File: config.mk
export PLATFORM = sky130hd
export DESIGN_NAME = chi2x2_sqrt
export DESIGN_NICKNAME = d
export VERILOG_FILES = /design/src/design/chi2x2_sqrt.sv
export SDC_FILE = /design/constraint.sdc
export NUM_CORES = 2
export LEC_CHECK = 0
export BUFFER_PORTS_ARGS = -buffer_cell sky130_fd_sc_hd__buf_2
export CAP_MARGIN = 20
export CELL_PAD_IN_SITES_DETAIL_PLACEMENT = 1
export CELL_PAD_IN_SITES_GLOBAL_PLACEMENT = 1
export CORE_ASPECT_RATIO = 0.8
export CORE_MARGIN = 2
export CORE_UTILIZATION = 25
export CTS_CLUSTER_DIAMETER = 40
export CTS_CLUSTER_SIZE = 8
export DETAILED_ROUTE_END_ITERATION = 16
export GPL_TIMING_DRIVEN = 0
export PLACE_DENSITY_LB_ADDON = 0.1
export SYNTH_ARGS = -nofsm -noshare
export SYNTH_HDL_FRONTEND = slang
export SYNTH_SLANG_ARGS = --single-unit
File: constraint.sdc
create_clock -name clk -period 4.51 [get_ports clk]
set_input_delay 0.451 -clock clk [delete_from_list [all_inputs] [get_ports clk]]
set_output_delay 0.451 -clock clk [all_outputs]
set_load 0.05 [all_outputs]
File: src/design/chi2x2_sqrt.sv
// Pipelined integer square root, one result bit per stage.
// No package dependencies; instantiated by the top level.
module chi2x2_sqrt #(
  parameter int IN_W = 50,
  parameter int SB_W = 1
) (
  input  logic              clk,
  input  logic              rst_n,
  input  logic              in_valid,
  input  logic [IN_W-1:0]   rad,
  input  logic [SB_W-1:0]   sb_in,
  output logic              out_valid,
  output logic [IN_W/2-1:0] root,
  output logic [SB_W-1:0]   sb_out
);

  localparam int H = IN_W/2;

  logic [H:0]      v_r;
  logic [IN_W-1:0] rad_r  [H+1];
  logic [H+1:0]    rem_r  [H+1];
  logic [H-1:0]    root_r [H+1];
  logic [SB_W-1:0] sb_r   [H+1];

  always_ff @(posedge clk) begin
    if (!rst_n) begin
      v_r <= '0;
    end else begin
      v_r <= {v_r[H-1:0], in_valid};
    end
  end

  always_ff @(posedge clk) begin
    rad_r[0]  <= rad;
    rem_r[0]  <= '0;
    root_r[0] <= '0;
    sb_r[0]   <= sb_in;
  end

  for (genvar j = 0; j < H; j++) begin : g_stage
    logic [H+1:0] rem_sh;
    logic [H+1:0] trial;
    logic         ge;
    logic [H+1:0] rem_nxt;
    logic [H-1:0] root_nxt;

    assign rem_sh   = {rem_r[j][H-1:0], rad_r[j][IN_W-1 -: 2]};
    assign trial    = {root_r[j], 2'b01};
    assign ge       = (rem_sh >= trial);
    assign rem_nxt  = ge ? (rem_sh - trial) : rem_sh;
    assign root_nxt = {root_r[j][H-2:0], ge};

    always_ff @(posedge clk) begin
      rad_r[j+1]  <= rad_r[j] << 2;
      rem_r[j+1]  <= rem_nxt;
      root_r[j+1] <= root_nxt;
      sb_r[j+1]   <= sb_r[j];
    end
  end

  assign out_valid = v_r[H];
  assign root      = root_r[H];
  assign sb_out    = sb_r[H];

endmodule

Yosys cells after proc, flatten, opt, wreduce, memory -nomap -nowiden

Memory sizes are Yosys's and may differ from the RTL's.
Cells that the tools add are included.

Register bits after elaboration: 26
Input port bits: 54
Memories: 4
Memory bits (writable): 2678

Mux-type cells: 25
Add/sub/neg operators: 25
Order comparisons: 25

Memories:

| memory | depth | bits a word | rd ports | clocked after memory_dff | wr ports | RTL line | source |
|---|---|---|---|---|---|---|---|
| rad_r  | 26    | 50          | 25       | 0                        | 26       | 20       | `logic [IN_W-1:0] rad_r [H+1];` |
| rem_r  | 26    | 27          | 25       | 0                        | 26       | 21       | `logic [H+1:0] rem_r [H+1];` |
| root_r | 26    | 25          | 26       | 0                        | 26       | 22       | `logic [H-1:0] root_r [H+1];` |
| sb_r   | 26    | 1           | 26       | 0                        | 26       | 23       | `logic [SB_W-1:0] sb_r [H+1];` |

Operators by type and width:

| kind                 | number |
|---|---|
| >= comparator 27 bit | 25 |
| two-way mux 27 bit   | 25 |
| subtractor 27 bit    | 25 |

Logic depth before layout (Yosys ltp)

An unclocked memory read counts as a cell.

Depth after elaboration: 3
Depth in mapped cells: 14
Gate-level depth less buffers: 12

Worst setup path before layout

OpenSTA, ideal clock, no wires.

Kind: register -> register
Start: mem root_r[23][4] in the netlist's numbering
End: mem rem_r[1][234] in the netlist's numbering
Data arrival time: 3181 ps
Path slack: 1209 ps
Setup time: 121 ps
Stages on the path, launching flop included: 14
Cell sequence: dfxtp_1 inv_1 ha_1 a21oi_1 a21boi_0 a311oi_1 nor4_1 nor3_1 o41ai_1 a21bo_2 a2111o_1 buf_2 clkbuf_1 mux2_2

RTL lines:

| element     | RTL line |
|---|---|
| from (decl) | 22 |
| to (decl)   | 21 |

==> results.yml <==
run_status:
  status: "finished, final reports clean"
synthesis:
  synth_top_family_by_area: "simple AND/OR/NAND/NOR gates"
  syn_avg_cell_area_um2: 10.5
  synthAdderAreaFrac: 0.0787
  synthMuxAreaShare: 0.0162
  synthSimpleGateAreaFrac: 0.114
  netlist_area_um2: 55800
  async_reset_ff_frac: 0
  synth_flop_cell: "dfxtp_1"
  ys_ff_latch: 1594
  ys_types: 80
  synthCells: 5308
  synth_edf_count: 0
  synth_sequential_area_ratio: 0.572
  synth-compound-area-share: 0.112
  yosys_warnings: 0
  synth_nets: 5713
  synth-xor-area-share: 0.0716
place:
  numPortBuffers: 80
  hpwl_um: 105000
  gp_congestion: 0.798
  place_area_um2: 59900
  dp_cells: 8372
  dp_slack_ns: -0.237
critical_path:
  max_stage_delay_ns: 0.67
  crit_type: "reg -> reg"
  arrival_ns: 4.82
  path_buf_inv: 3
  slowest_stage: "buf_1"
  critPathCapture: "rem_r[1][99]"
  reg2reg_to: "rem_r[1][99]"
  startpoint_type: "flip-flop"
  r2r-start: "root_r[18][1]"
  critPathMaxFanout: 10
  worstRegToRegCells: 11
  crit_required_ns: 5.13
  endpoint_kind: "flip-flop"
  crit_family: "compound AO/OA/AOI/OAI gates"
  r2r_slack_ns: 0.30
  worstPathCellList: "inv_1 -> ha_1 -> o211ai_1 -> a211o_1 -> and3_1 -> o31a_1 -> o311a_1 -> o21ai_1 -> clkbuf_1 -> buf_1 -> a21oi_1"
  startpoint: "root_r[18][1]"
  path_depth: 11
layout:
  fillers: 24700
  final_cell_mix: "dfxtp_1, inv_1, ha_1"
  layout_commonest_cell: "dfxtp_1"
  drive_gt1_frac: 0.108
  seqCellArea_um2: 31900
  syn2layout_area_growth_pct: 24.6
  nets: 6146
  layout.cells.non_filler: 8877
  multi_input_area_um2: 21900
  finalCoreUtilization: 0.313
  fin_area_um2: 69500
flow_run:
  maxCapViolations: 0
sta:
  fin_hold_ws_ns: 0.261
  worst_slack_ns: 0.304
  fmax_mhz: 238
  slew_violations: 0
  setup_tns_ns: 0
  skew_ns: 0.0533
  fin_crit_sh: 0.933
  rsz0062_at_grt: "false"
  period_needed_ns: 4.21
  worstMarginPinSlew_ns: 1.02
  finalHoldViolCount: 0
  maxSlewHeadroom: 0.318
  timing.final.setup_violations: 0
floorplan:
  die_w_um: 532
  die_h_um: 426
  die_area_um2: 227000
  pin_count: 81
  rows: 155
  core_region_area_um2: 222000
  initial_core_util: 0.251
pwr:
  total_power_mw: 44.9
  power_density_nw_per_um2: 645
  p_leak_nw: 31.9
  ir_worst_vdd_mv: 0.292
cts:
  cts_buffers: 290
  cts_tree: "done"
  clock_path_buffers: 4
  cts-root-buf: "clkbuf_16"
  clkTransAtPathRegs_ns: 0.05
  htreeDepth: 5
  cts.sinks: 1594
  clk_latency_ns: 0.83
route:
  vias: 37400
  wl_per_cell_um: 15.7
  drt_iter0_drc: 1566
  drtPass1Iterations: 5
  drc: 0
  antenna_left: 0
  wl_um: 140000
  vias_per_cell: 4.21
global_route:
  first_global_vias: 39500
  grt_max_degree: 12
  overflow: 0
  grt_first_pass_wirelength_um: 222000
  antenna_found_initial: 12
  track_usage: 0.123
min_path:
  hold_path.class: "in -> reg"
==> where the power goes <==
part | total (mW) | leakage [nW] | switching (mW) | internal, mW
combinational | 6.74 | 14.1 | 3.80 | 2.94
clock | 20.1 | 4.40 | 6.81 | 13.3
sequential | 18.0 | 13.3 | 1.62 | 16.4
total | 44.9 | 31.9 | 12.2 | 32.6
==> Yosys cell counts (14+ instances only) <==
library cell,n,area share
a31oi_1,27,0.0030
o21bai_1,25,0.0034
nand2_1,342,0.023
a21oi_1,307,0.028
mux2_2,74,0.015
nor2_1,333,0.022
nor4_1,55,0.0062
or2_2,25,0.0028
o21a_1,50,0.0067
nand2b_1,57,0.0064
ha_1,351,0.079
a21o_1,131,0.018
xnor2_1,253,0.040
nand4_1,43,0.0048
o31ai_1,24,0.0032
nand3_1,79,0.0071
a21boi_0,14,0.0019
or3_1,47,0.0053
clkbuf_1,84,0.0057
or4_1,18,0.0024
o21ai_0,259,0.023
o211ai_1,15,0.0020
dfxtp_1,1594,0.57
xor2_1,203,0.032
a211oi_1,18,0.0024
and3_1,29,0.0033
nor2b_1,48,0.0054
nor3_1,123,0.011
inv_1,435,0.029
nor3b_1,14,0.0019
and2_1,38,0.0043
==> worst min-delay path by stage <==
stage	depth (start not counted)	end	from	slack, ns
2_1_floorplan	0	rad_r[0][104]	rad_r[0][52]	0.31
3_3_place_gp	0	rad_r[0][679]	rad_r[0][627]	0.31
3_5_place_dp	0	rad_r[0][159]	rad_r[0][107]	0.31
4_1_cts	2	rad_r[0][28]	rad[28]	0.17
5_1_grt	2	rad_r[0][8]	rad[8]	0.20
6_report	2	rad_r[0][29]	rad[29]	0.26
==> registers in the layout (all words and copies together), names as in the netlist <==
name    count
rad_r     650
v_r        26
root_r    325
rem_r     567
sb_r       26
==> kinds of logic (layout without fill, tap and decap cells) <==
family,Yosys count,after routing
mux,81,81
simple gates,1299,1299
other cells,1,4
buf+inv,527,1110
fa+ha+maj,351,351
flops,1594,1594
compound gates,999,999
xor+xnor,456,456
==> metal layers <==
| layer | GRT usage | routed length, um |
|---|---|---|
| met5 | 0 | 0 |
| met4 | 0.0405 | 3810 |
| met3 | 0.0256 | 5310 |
| met2 | 0.187 | 59600 |
| met1 | 0.172 | 71000 |
==> area by class of cell <==
type / count / share of cell area
antenna: 3 / 0.000108
buffer: 92 / 0.00520
clock buffer: 356 / 0.114
clock inverter: 86 / 0.0154
inverter: 435 / 0.0235
multi-input combinational: 3187 / 0.315
sequential: 1594 / 0.459
tap: 2983 / 0.0537
timing repair buffer: 141 / 0.0143
==> timing repair <==
item / CTS / global route
pin swaps: 0 / 1
buffers inserted: 0 / 6
hold buffers: 54 / 0
gates cloned: 0 / 0
resized for setup: 2 / 6
endpoints found under the setup margin: 21 / 46
hold endpoints to repair: 57 / 0
Power figures use the tool's default switching activity.
